==> src/rtl/gpio_port_with_config_lock_top_macros.svh <==
// Assertion macros shared by the GPIO port RTL.
// No dependencies; included by modules that carry concurrent assertions.
`ifndef GPIO_PORT_WITH_CONFIG_LOCK_TOP_MACROS_SVH
`define GPIO_PORT_WITH_CONFIG_LOCK_TOP_MACROS_SVH

// Consequent must hold in the cycle after the antecedent.
`define GPL_ASSERT_NEXT(label, clk, rstn, ante, cons, msg) \
    label: assert property (@(posedge clk) disable iff (!(rstn)) (ante) |=> (cons)) \
        else $error(msg);

// Consequent must hold in the same cycle as the antecedent.
`define GPL_ASSERT_SAME(label, clk, rstn, ante, cons, msg) \
    label: assert property (@(posedge clk) disable iff (!(rstn)) (ante) |-> (cons)) \
        else $error(msg);

`endif

==> src/rtl/gpl_pkg.sv <==
// Package for the GPIO port with configuration lock: item types, register
// selector codes, key sequence codes and the lock field mask helper. No dependencies.
`default_nettype none

package gpl_pkg;

    localparam logic [2:0] REG_CRL    = 3'd0;
    localparam logic [2:0] REG_CRH    = 3'd1;
    localparam logic [2:0] REG_IDR    = 3'd2;
    localparam logic [2:0] REG_ODR    = 3'd3;
    localparam logic [2:0] REG_BSRR   = 3'd4;
    localparam logic [2:0] REG_BRR    = 3'd5;
    localparam logic [2:0] REG_LCKR   = 3'd6;
    localparam logic [2:0] REG_UNUSED = 3'd7;

    localparam logic CMD_READ  = 1'b0;
    localparam logic CMD_WRITE = 1'b1;

    localparam logic [1:0] KEY_IDLE      = 2'd0;
    localparam logic [1:0] KEY_SAW_ONE   = 2'd1;
    localparam logic [1:0] KEY_SAW_ZERO  = 2'd2;

    localparam logic [31:0] CONFIG_RESET = 32'h4444_4444;
    localparam int          LCKK_POS     = 16;

    typedef struct packed {
        logic        cmd;
        logic [2:0]  reg_index;
        logic [31:0] write_data;
        logic [15:0] pin_levels;
    } gpl_in_t;

    typedef struct packed {
        logic [31:0] read_data;
        logic [15:0] pin_drive;
        logic [63:0] pad_config;
        logic        lock_active;
    } gpl_out_t;

    // Expand eight lock bits into a mask covering their 4-bit config fields.
    function automatic logic [31:0] field_mask_of(input logic [7:0] eight_bits);
        logic [31:0] m;
        m = '0;
        for (int p = 0; p < 8; p++) begin
            if (eight_bits[p]) begin
                m[4*p +: 4] = 4'hf;
            end
        end
        return m;
    endfunction

endpackage

`default_nettype wire

==> src/rtl/gpl_core.sv <==
// Register file and lock key logic of the GPIO port: updates the state for
// one item per step and forms its result. Depends on gpl_pkg and the macro header.
`default_nettype none
`include "gpio_port_with_config_lock_top_macros.svh"

module gpl_core
    import gpl_pkg::*;
(
    input  wire logic     aclk,
    input  wire logic     aresetn,
    input  wire logic     step,
    input  wire gpl_in_t  item,
    output gpl_out_t      result
);

    logic [31:0] config_low_reg,  config_low_next;
    logic [31:0] config_high_reg, config_high_next;
    logic [15:0] output_data_reg, output_data_next;
    logic [15:0] lock_bits_reg,   lock_bits_next;
    logic        lock_key_reg,    lock_key_next;
    logic [1:0]  key_phase_reg,   key_phase_next;
    logic        read_seen_reg,   read_seen_next;

    logic [31:0] keep_low;
    logic [31:0] keep_high;
    logic        same_bits;
    logic [31:0] rd;

    // Locked pins keep their fields only once the key is set.
    assign keep_low  = lock_key_reg ? field_mask_of(lock_bits_reg[7:0])  : '0;
    assign keep_high = lock_key_reg ? field_mask_of(lock_bits_reg[15:8]) : '0;
    assign same_bits = (item.write_data[15:0] == lock_bits_reg);

    always_comb begin
        config_low_next  = config_low_reg;
        config_high_next = config_high_reg;
        output_data_next = output_data_reg;
        lock_bits_next   = lock_bits_reg;
        lock_key_next    = lock_key_reg;
        key_phase_next   = key_phase_reg;
        read_seen_next   = read_seen_reg;
        rd               = '0;
        if (item.cmd == CMD_WRITE) begin
            case (item.reg_index)
                REG_CRL: begin
                    config_low_next = (config_low_reg & keep_low)
                                    | (item.write_data & ~keep_low);
                end
                REG_CRH: begin
                    config_high_next = (config_high_reg & keep_high)
                                     | (item.write_data & ~keep_high);
                end
                REG_ODR: begin
                    output_data_next = item.write_data[15:0];
                end
                REG_BSRR: begin
                    output_data_next = (output_data_reg & ~item.write_data[31:16])
                                     | item.write_data[15:0];
                end
                REG_BRR: begin
                    output_data_next = output_data_reg & ~item.write_data[15:0];
                end
                REG_LCKR: begin
                    if (!lock_key_reg) begin
                        if (item.write_data[LCKK_POS]) begin
                            if (key_phase_reg == KEY_SAW_ZERO && same_bits) begin
                                lock_key_next  = 1'b1;
                                key_phase_next = KEY_IDLE;
                                read_seen_next = 1'b0;
                            end else begin
                                key_phase_next = KEY_SAW_ONE;
                            end
                        end else begin
                            key_phase_next = (key_phase_reg == KEY_SAW_ONE && same_bits)
                                           ? KEY_SAW_ZERO : KEY_IDLE;
                        end
                        lock_bits_next = item.write_data[15:0];
                    end
                end
                default: begin
                end
            endcase
        end else begin
            case (item.reg_index)
                REG_CRL:  rd = config_low_reg;
                REG_CRH:  rd = config_high_reg;
                REG_IDR:  rd = {16'b0, item.pin_levels};
                REG_ODR:  rd = {16'b0, output_data_reg};
                REG_LCKR: begin
                    // LCKK reads back as zero on the first read after locking.
                    rd = {15'b0, lock_key_reg & read_seen_reg, lock_bits_reg};
                    if (lock_key_reg) begin
                        read_seen_next = 1'b1;
                    end
                end
                default:  rd = '0;
            endcase
        end
    end

    always_comb begin
        result.read_data   = rd;
        result.pin_drive   = output_data_next;
        result.pad_config  = {config_high_next, config_low_next};
        result.lock_active = lock_key_next;
    end

    always_ff @(posedge aclk) begin
        if (!aresetn) begin
            config_low_reg  <= CONFIG_RESET;
            config_high_reg <= CONFIG_RESET;
            output_data_reg <= '0;
            lock_bits_reg   <= '0;
            lock_key_reg    <= 1'b0;
            key_phase_reg   <= KEY_IDLE;
            read_seen_reg   <= 1'b0;
        end else if (step) begin
            config_low_reg  <= config_low_next;
            config_high_reg <= config_high_next;
            output_data_reg <= output_data_next;
            lock_bits_reg   <= lock_bits_next;
            lock_key_reg    <= lock_key_next;
            key_phase_reg   <= key_phase_next;
            read_seen_reg   <= read_seen_next;
        end
    end

    `GPL_ASSERT_NEXT(a_lock_sticky, aclk, aresetn, lock_key_reg, lock_key_reg,
        "lock key cleared without reset")
    `GPL_ASSERT_NEXT(a_lock_bits_frozen, aclk, aresetn, lock_key_reg,
        $stable(lock_bits_reg), "lock bits changed while locked")
    `GPL_ASSERT_SAME(a_phase_idle_locked, aclk, aresetn, lock_key_reg,
        key_phase_reg == KEY_IDLE, "key sequence in progress while locked")
    `GPL_ASSERT_NEXT(a_hold_without_step, aclk, aresetn, !step,
        $stable(output_data_reg) && $stable(config_low_reg) && $stable(config_high_reg),
        "port state changed without an item")

endmodule

`default_nettype wire

==> src/rtl/gpio_port_with_config_lock_top.sv <==
// Top level of the 16-pin GPIO port with configuration lock: input and
// result registers around gpl_core. Depends on gpl_pkg and gpl_core.
// An accepted item waits in the input register; its result is registered
// into the result register once that is free or draining, raising m_valid.
// Throughput: one item per cycle; the input register refills while the
// result register drains, and both stall together only when m_ready is low.
// Reset: synchronous, active low; config words return to 0x44444444,
// output data, lock bits, lock key and the key sequence to zero.
`default_nettype none

module gpio_port_with_config_lock_top
    import gpl_pkg::*;
(
    input  wire logic     aclk,
    input  wire logic     aresetn,
    input  wire logic     s_valid,
    output logic          s_ready,
    input  wire gpl_in_t  s_item,
    output logic          m_valid,
    input  wire logic     m_ready,
    output gpl_out_t      m_item
);

    // Input register: holds one accepted item until it is processed.
    logic     in_valid_reg, in_valid_next;
    gpl_in_t  in_item_reg;

    // Result register: holds one result until the downstream takes it.
    logic     out_valid_reg, out_valid_next;
    gpl_out_t out_item_reg;

    gpl_out_t core_result;
    logic     advance;
    logic     accept;

    // An item moves from the input register into the result register, and
    // updates the port state, whenever the result register is free or is
    // being emptied in this same cycle.
    assign advance = in_valid_reg && (!out_valid_reg || m_ready);
    assign s_ready = !in_valid_reg || advance;
    assign accept  = s_valid && s_ready;

    gpl_core u_core (
        .aclk    (aclk),
        .aresetn (aresetn),
        .step    (advance),
        .item    (in_item_reg),
        .result  (core_result)
    );

    always_comb begin
        if (accept) begin
            in_valid_next = 1'b1;
        end else if (advance) begin
            in_valid_next = 1'b0;
        end else begin
            in_valid_next = in_valid_reg;
        end

        if (advance) begin
            out_valid_next = 1'b1;
        end else if (m_ready) begin
            out_valid_next = 1'b0;
        end else begin
            out_valid_next = out_valid_reg;
        end
    end

    always_ff @(posedge aclk) begin
        if (!aresetn) begin
            in_valid_reg  <= 1'b0;
            out_valid_reg <= 1'b0;
        end else begin
            in_valid_reg  <= in_valid_next;
            out_valid_reg <= out_valid_next;
        end
    end

    // Payload registers carry no reset; their valid bits qualify them.
    always_ff @(posedge aclk) begin
        if (accept) begin
            in_item_reg <= s_item;
        end
        if (advance) begin
            out_item_reg <= core_result;
        end
    end

    assign m_valid = out_valid_reg;
    assign m_item  = out_item_reg;

endmodule

`default_nettype wire
==> config.mk <==
export PLATFORM = sky130hd
export DESIGN_NAME = gpio_port_with_config_lock_top
export DESIGN_NICKNAME = d
export VERILOG_FILES = /design/src/rtl/gpl_pkg.sv /design/src/rtl/gpl_core.sv /design/src/rtl/gpio_port_with_config_lock_top.sv
export VERILOG_INCLUDE_DIRS = /design/src /design/src/rtl
export SDC_FILE = /design/constraint.sdc
export NUM_CORES = 1
export LEC_CHECK = 0
export BUFFER_PORTS_ARGS = -buffer_cell sky130_fd_sc_hd__buf_2
export CAP_MARGIN = 20
export CORE_MARGIN = 2
export CORE_UTILIZATION = 55
export DETAILED_ROUTE_END_ITERATION = 10
export GPL_TIMING_DRIVEN = 0
export MAX_ROUTING_LAYER = met4
export PLACE_DENSITY = 0.77
export SLEW_MARGIN = 20
export SYNTH_ARGS = -nofsm -noshare
export SYNTH_HDL_FRONTEND = slang
export SYNTH_HIERARCHICAL = 1
export SYNTH_SLANG_ARGS = --single-unit
==> constraint.sdc <==
create_clock -name aclk -period 9.3 [get_ports aclk]
set_clock_uncertainty 0.2 [all_clocks]
set_input_delay 0.93 -clock aclk [delete_from_list [all_inputs] [get_ports aclk]]
set_output_delay 0.93 -clock aclk [all_outputs]
set_load 0.03 [all_outputs]
Word-level counts from Yosys, hierarchy flattened. Cells that the tools add are included.

Bitwise gates (word level): 15. Muxes and demuxes: 44. Reduce and logical (&&, ||, !) cells: 16. Equal/unequal tests: 10.

Operator list (number): $mux W32 (6); $pmux W32 S5 (1); $and A32 B32 Y32 (4); $mux W4 (16); $not A32 Y32 (2); $or A32 B32 Y32 (2); $pmux W16 S3 (1); $and A16 B16 Y16 (2); $not A16 Y16 (2); $mux W1 (17); $eq A16 B16 Y1 (1); $mux W16 (1); $or A16 B16 Y16 (1); $reduce_bool A2 Y1 (5); $eq A3 B3 Y1 const B (3); $eq A3 B2 Y1 const B (2); $reduce_and A6 Y1 (1); $logic_and A1 B1 Y1 (4); $mux W2 (2); $reduce_and A4 Y1 (1); $eq A3 B1 Y1 const B (1); $logic_not A3 Y1 (1); $eq A2 B1 Y1 const B (1); $eq A2 B2 Y1 const B (1); other kinds (5) (7).

Word-level logic and storage cells: 102. Input bits: 56. Output and inout bits: 115. Register bits: 267.

Depth between registers and ports, before layout. Gate-level depths: netlist (run 1).

Word-level depth: 7. Mapped depth: 7. Mapped depth without buffers: 6.

Cells and area by module. The synthesis (run 1) kept the hierarchy.

By module, submodules not included: gpl_core (sequential area each 2001.9 µm², cells an instance 720, instances 1, area each 6456.2 µm²); gpio_port_with_config_lock_top (sequential area each 4994.8 µm², cells an instance 174, instances 1, area each 5058.6 µm²).

Worst setup path before layout (run 1). No wires, ideal clock.

Kind: input -> register. Start: in m_ready. End: reg u_core.config_high_reg[2]. Data required time: 8971 ps. Cell stages on the path: 5. Library setup time: 129 ps. Path slack: 1144 ps. Data arrival time: 7828 ps. Path buffers: 0. Cell sequence: nor2b_4 > nor2b_1 > nand3_1 > mux2i_1 > nand2_1.

Cells in the longest elaborated chain, start to end: 2.

Ends and longest elaborated chain: start: declaration (line gpio_port_with_config_lock_top.sv:20) `input wire logic m_ready,`; $logic_or A1 B1 Y1 (line gpio_port_with_config_lock_top.sv:39) `assign advance = in_valid_reg && (!out_valid_reg || m_ready);`; $logic_and A1 B1 Y1 (line gpio_port_with_config_lock_top.sv:39); net advance (line gpio_port_with_config_lock_top.sv:33) `logic advance;`; end signal: assignment (line gpl_core.sv:119) `config_high_reg <= config_high_next;`; end: declaration (line gpl_core.sv:17) `logic [31:0] config_high_reg, config_high_next;`.

The timed path passes the listed nets, and every way through them passes these cells. A chain may end at the register's enable or synchronous reset.

Worst setup path after layout (run 1).
Start: in m_ready. End: reg u_core.output_data_reg[4].

Cells in the longest elaborated chain, start to end: 2.

Ends and longest elaborated chain: $logic_or A1 B1 Y1 (line gpio_port_with_config_lock_top.sv:39); $logic_and A1 B1 Y1 (line gpio_port_with_config_lock_top.sv:39); net advance (line gpio_port_with_config_lock_top.sv:33); end signal: assignment (line gpl_core.sv:120) `output_data_reg <= output_data_next;`; end: declaration (line gpl_core.sv:18) `logic [15:0] output_data_reg, output_data_next;`.

The timed path passes the listed nets, and every way through them passes these cells.

==> results.sh, run 1 <==
export IMPL_port_buffer_count=170
export IMPL_maxCapViolations=0
export IMPL_vdd_drop_max_mv=0.141
export IMPL_core_region_area_um2=20400
export IMPL_cts_path_max_buffers=3
export IMPL_min_path_type="reg -> reg"
export IMPL_die_w_um=149
export IMPL_antenna_left=0
export IMPL_max_slew_worst_pin_slew_ps=1020
export IMPL_cts_root_buf="clkbuf_16"
export IMPL_drive_gt1_share_pct=30.1
export IMPL_final_util_pct=67.3
export IMPL_gp_congestion=0.961
export IMPL_drtIter0Drc=691
export IMPL_pin_count=171
export IMPL_clk_pin_slew_ps=60
export IMPL_dp_cells=1340
export IMPL_area_delta_synth_final_pct=19.0
export IMPL_leakage_nw=5.69
export IMPL_finalPower_mw=2.57
export IMPL_drt_pass1_iterations=5
export IMPL_power_per_cell_area_nw_per_um2=188
export IMPL_synth_cells=894
export IMPL_syn_area_um2=11500
export IMPL_fin_crit_sh_pct=35.2
export IMPL_wire_per_inst_um=21.1
export IMPL_reg2reg_depth=7
export IMPL_dieArea_um2=22100
export IMPL_ys_types=44
export IMPL_placed_area_um2=12900
export IMPL_postCtsSetupRepairBufs=0
export IMPL_p_comb_share_pct=8.7
export IMPL_finalNetCount=1154
export IMPL_multi_input_area_um2=4200
export IMPL_cp_max_fo=30
export IMPL_rows=52
export IMPL_grt_pass1_vias=7850
export IMPL_via_per_inst=5.73
export IMPL_antenna_found_initial=0
export IMPL_h_tree_depth=1
export IMPL_p_int_mw=1.97
export IMPL_setup_viol=0
export IMPL_ys_ff_latch=267
export IMPL_hold_buffers=0
export IMPL_end_kind="flip-flop"
export IMPL_fillers=1509
export IMPL_cts_tree="done"
export IMPL_outcome="finished, final reports clean"
export IMPL_power_switching_mw=0.603
export IMPL_clkSinkCount=267
export IMPL_die_y_um=149
export IMPL_cts_buffers=26
export IMPL_synth_edff_count=165
export IMPL_clk_latency_ps=540
export IMPL_drv_slew=0
export IMPL_drt_total_wl_um=29300
export IMPL_ys_warnings_count=6
export IMPL_vias=7960
export IMPL_ys_seq_area_share_pct=60.8
export IMPL_antenna_cells=0
export IMPL_fmax_ghz=0.305
export IMPL_initial_utilization_pct=56.5
export IMPL_syn_nets=950
export IMPL_period_minus_slack_ps=3280
export IMPL_holdPathStages=2
export IMPL_grtUsageTotal_pct=27.0
export IMPL_cp_start_kind="input pin"
export IMPL_avgSynthCellArea_um2=12.9
export IMPL_arrival_ps=3530
export IMPL_critPathKind="in -> reg"
export IMPL_largest_reg_flops=113
export IMPL_dp_hpwl_um=20400
export IMPL_slew_headroom_pct=32.3
export IMPL_post_layout_nonfiller_instances=1388
export IMPL_final_cell_area_um2=13700
export IMPL_p_sw_share_pct=23.4
export IMPL_grt_pass1_wl_um=44400
export IMPL_grt_max_degree=31
export IMPL_synthFlopType="edfxtp_1"
export IMPL_cts_resized=0
export IMPL_ff_latch_area_um2=7000
export IMPL_final_hold_violation_count=0
export IMPL_cp_required_ps=9550
export IMPL_rsz0062_at_grt="no"
export IMPL_seq_power_share_pct=51.3
export IMPL_overflow=0
export IMPL_route_detailed_drc=0
export IMPL_hold_slack_ps=283
export IMPL_p_clk_share_pct=39.9
export IMPL_async_reset_ff_share_pct=0
==> synthesized netlist by cell type (all sizes together) (2+ instances only) <==
library cell | number | area, um2
inv | 4 | 15.0
a31oi | 17 | 106
nor2 | 32 | 120
nand2 | 84 | 315
a2bb2oi | 32 | 280
nor3 | 2 | 15.0
nor2b | 72 | 458
mux2i | 112 | 1120
a22o | 16 | 140
nand4 | 3 | 18.8
o21ai | 34 | 174
nor4 | 4 | 25.0
a21oi | 17 | 85.1
dfxtp | 102 | 2040
nor3b | 2 | 15.0
edfxtp | 165 | 4950
buf | 32 | 188
mux2 | 81 | 912
nand3 | 16 | 100
o21a | 2 | 15.0
xor2 | 16 | 140
clkbuf | 36 | 136
==> final timing paths <==
| kind | endpoint | startpoint | slack [ps] |
|---|---|---|---|
| max | u_core/output_data_reg[4] | m_ready | 6020 |
| min | u_core/key_phase_reg[1] | u_core/key_phase_reg[1] | 280 |
| max reg2reg | u_core/output_data_reg[4] | in_valid_reg | 6050 |
| min reg2reg | u_core/key_phase_reg[1] | u_core/key_phase_reg[1] | 280 |
==> worst max-delay path: stages <==
cell	delay [ps]
buf_2	120
nor2b_4	60
nor2b_4	480
buf_12	270
buf_12	210
clkbuf_1	550
clkbuf_1	490
o21ai_0	210
a31oi_1	180
==> power groups by stage <==
stage | registers [mW] | logic, mW | clock network, mW
global placement | 1.35 | 0.210 | 0
global route | 1.32 | 0.238 | 1.09
finish | 1.32 | 0.225 | 1.03
detailed placement | 1.35 | 0.221 | 0
floorplan | 1.38 | 0.106 | 0
CTS | 1.32 | 0.222 | 1.04
==> routing by layer <==
layer	track usage (%)	share of wire [%]	vias to the layer above
li1	-	-	3674
met2	43.2	48	362
met3	3.68	7.6	56
met1	36.5	42	3868
met4	7.86	2.2	0
met5	-	0	-
==> cells in the final DEF, fill, tap and decap left out, types with 32 or more instances in the layout <==
cell type / n
mux2_2: 81
buf_2: 188
edfxtp_1: 165
clkbuf_1: 43
a2bb2oi_1: 32
nand2_1: 84
nor2b_1: 70
nor2_1: 32
dfxtp_1: 102
mux2i_1: 112
==> cells by family after synthesis <==
logic type | synth area share [%]
flops | 60.8
compound gates | 7.40
simple gates | 10.0
xor+xnor | 1.22
mux | 17.7
buf+inv | 2.94
==> cell type report <==
cell class | count | share of cell area [%]
Multi-Input combinational cell | 555 | 30.6
Inverter | 4 | 0.110
Clock inverter | 9 | 0.530
Clock buffer | 39 | 5.55
Tap cell | 270 | 2.47
Buffer | 68 | 2.37
Sequential cell | 267 | 51.1
Timing Repair Buffer | 176 | 7.25
==> metrics by stage <==
stage / setup TNS (ps) / setup slack (ps)
final: 0 / 6020
after global routing: 0 / 5870
after CTS: 0 / 6050
after detailed placement: 0 / 5480
after global placement: -87740 / -2160
after floorplan: 0 / 1140
Note: power is estimated with default switching activity, not from simulation.
==> run 2: changes to the inputs <==
Settings changed: ABC_AREA from default to 1, PLACE_DENSITY 0.77 to 0.78.
Clock period 9.3 ns to 3.1 ns, I/O delays scaled along.
==> run 2 against run 1 <==
Effect of this change:
- register-to-register slack worse by 5800 ps
- global-route usage up 4.2 points
- design area up 1.3%
- critical path type is now reg -> reg
- largest power group unchanged
==> results.sh, run 2 <==
export IMPL_synth_top_cell_by_area="edfxtp_1"
export IMPL_async_reset_ff_share_pct=0
export IMPL_finalNetCount=1428
export IMPL_slew_headroom_pct=47.5
export IMPL_end_kind="flip-flop"
export IMPL_outcome="finished, final reports clean"
export IMPL_vdd_drop_max_mv=0.491
export IMPL_final_cell_area_um2=13900
export IMPL_synth_cells=1110
export IMPL_initial_utilization_pct=56.2
export IMPL_overflow=0
export IMPL_post_layout_nonfiller_instances=1659
export IMPL_synth_top_area_share_pct=45.2
export IMPL_ys_seq_area_share_pct=63.8
export IMPL_fmax_ghz=0.347
export IMPL_drt_total_wl_um=32700
export IMPL_final_cell_mix="inv_1, buf_2, edfxtp_1"
export IMPL_h_tree_depth=1
export IMPL_period_minus_slack_ps=2880
export IMPL_critPathKind="reg -> reg"
export IMPL_ys_types=29
export IMPL_antenna_found_initial=0
export IMPL_max_slew_worst_pin_slew_ps=788
export IMPL_synthFlopType="edfxtp_1"
export IMPL_leakage_nw=5.89
export IMPL_ys_ff_latch=267
export IMPL_arrival_ps=3100
export IMPL_final_common_cell="inv_1"
export IMPL_pin_count=171
export IMPL_wire_per_inst_um=19.7
export IMPL_finalPower_mw=8.36
export IMPL_via_per_inst=5.71
export IMPL_synthTopCellsByArea="edfxtp_1, dfxtp_1, o21ai_0, inv_1, a21oi_1"
export IMPL_maxCapViolations=0
export IMPL_vias=9475
export IMPL_cts_path_max_buffers=3
export IMPL_fillers=1405
export IMPL_grtUsageTotal_pct=31.2
export IMPL_drt_pass1_iterations=6
export IMPL_drive_gt1_share_pct=19.0
export IMPL_synth_edff_count=165
export IMPL_hold_slack_ps=147
export IMPL_port_buffer_count=170
export IMPL_die_y_um=145
export IMPL_gp_congestion=0.991
export IMPL_cts_buffers=28
export IMPL_ys_top_cells_by_count="inv_1, edfxtp_1, o21ai_0"
export IMPL_area_delta_synth_final_pct=26.5
export IMPL_route_detailed_drc=0
export IMPL_clk_pin_slew_ps=70
export IMPL_cts_resized=0
export IMPL_fin_crit_sh_pct=92.9
export IMPL_postCtsSetupRepairBufs=0
export IMPL_syn_nets=1166
export IMPL_drv_slew=0
export IMPL_antenna_left=0
export IMPL_cp_max_fo=17
export IMPL_cp_required_ps=3320
export IMPL_clkSinkCount=267
export IMPL_rows=51
export IMPL_cp_start_kind="flip-flop"
export IMPL_largest_reg_flops=113
export IMPL_clk_latency_ps=540
export IMPL_ys_warnings_count=6
export IMPL_grt_max_degree=37
export IMPL_dieArea_um2=21100
export IMPL_dp_hpwl_um=21600
export IMPL_syn_area_um2=11000
export IMPL_die_w_um=145
export IMPL_rsz0062_at_grt="no"
export IMPL_antenna_cells=0
export IMPL_placed_area_um2=12400
export IMPL_cts_tree="done"
export IMPL_synth_most_common_cell="inv_1"
export IMPL_power_per_cell_area_nw_per_um2=603
export IMPL_cts_root_buf="clkbuf_16"
export IMPL_grt_pass1_vias=9019
export IMPL_drtIter0Drc=1442
export IMPL_final_hold_violation_count=0
export IMPL_min_path_type="in -> reg"
export IMPL_avgSynthCellArea_um2=9.89
export IMPL_dp_cells=1551
export IMPL_grt_pass1_wl_um=49600
export IMPL_hold_buffers=56
export IMPL_setup_viol=0
export IMPL_core_region_area_um2=19500
## run 2: cell types whose count changed in the layout (fill, tap and decap cells not counted), moves of 32 or more
cell           change
o22ai_1           +57
inv_1            +189
mux2_2            -81
dlygate4sd3_1     +56
a21oi_1           +93
nor2b_1           -70
o21ai_0          +119
nand2_1           +50
a2bb2oi_1         -32
mux2i_1          -112
## run 2: cells by family (layout without fill, tap and decap cells)
group / Yosys count / in the layout / synth area share, %
AO/OA/AOI/OAI: 380 / 380 / 19.2
XOR/XNOR: 3 / 3 / 0.239
buffers and inverters: 250 / 534 / 8.72
flip-flops: 267 / 267 / 63.8
AND/OR/NAND/NOR: 210 / 210 / 8.10
## run 2: layout make-up
class                      count  area [um2]  area share (%)
buffer                        52         270            1.95
timing repair buffer         232        1570            11.3
clock inverter                 7        77.6           0.559
multi-input combinational    593        3030            21.8
clock buffer                  45         857            6.18
tap                          265         332            2.39
sequential                   267        7000            50.4
inverter                     198         743            5.35
## run 2: routing by layer
metal | share of wire, % | up-vias | track usage, %
li1 | - | 4325 | -
met1 | 38 | 4406 | 40.1
met2 | 47 | 633 | 50.3
met3 | 11 | 111 | 4.62
met4 | 4.1 | 0 | 12.6
met5 | 0 | - | -
## run 2: worst max-delay path: stages (launching register included)
cell and delay (ps):
dfxtp_1 360, inv_1 90, a21oi_4 350, buf_16 220
clkbuf_1 400, inv_1 150, buf_6 170, nor3_4 360
buf_2 330, a21oi_1 100
## run 2: stage by stage
| step | setup TNS [ps] | worst slack [ps] | util (%) |
|---|---|---|---|
| after floorplan | -45970 | -602 | - |
| after global placement | -226570 | -1780 | 62.6 |
| after detailed placement | 0 | 232 | 63.4 |
| after CTS | 0 | 276 | 71.1 |
| after global routing | 0 | 94.6 | 71.1 |
| final | 0 | 221 | 71.1 |
## run 2: power breakdown
part / switching, mW / internal (mW) / leakage [nW] / total [mW]
Combinational: 0.633 / 0.295 / 3.00 / 0.928
Clock: 1.36 / 1.98 / 0.454 / 3.34
Sequential: 0.104 / 3.99 / 2.44 / 4.10
## run 2: final timing paths
path / startpoint / slack [ps] / depth (start not counted) / endpoint
worst max-delay path: in_valid_reg / 220 / 9 / u_core/lock_bits_reg[12]
worst min-delay path: m_ready / 150 / 3 / m_item[68]
worst max register to register: in_valid_reg / 220 / 9 / u_core/lock_bits_reg[12]
worst min register to register: u_core/key_phase_reg[1] / 270 / 2 / u_core/key_phase_reg[1]
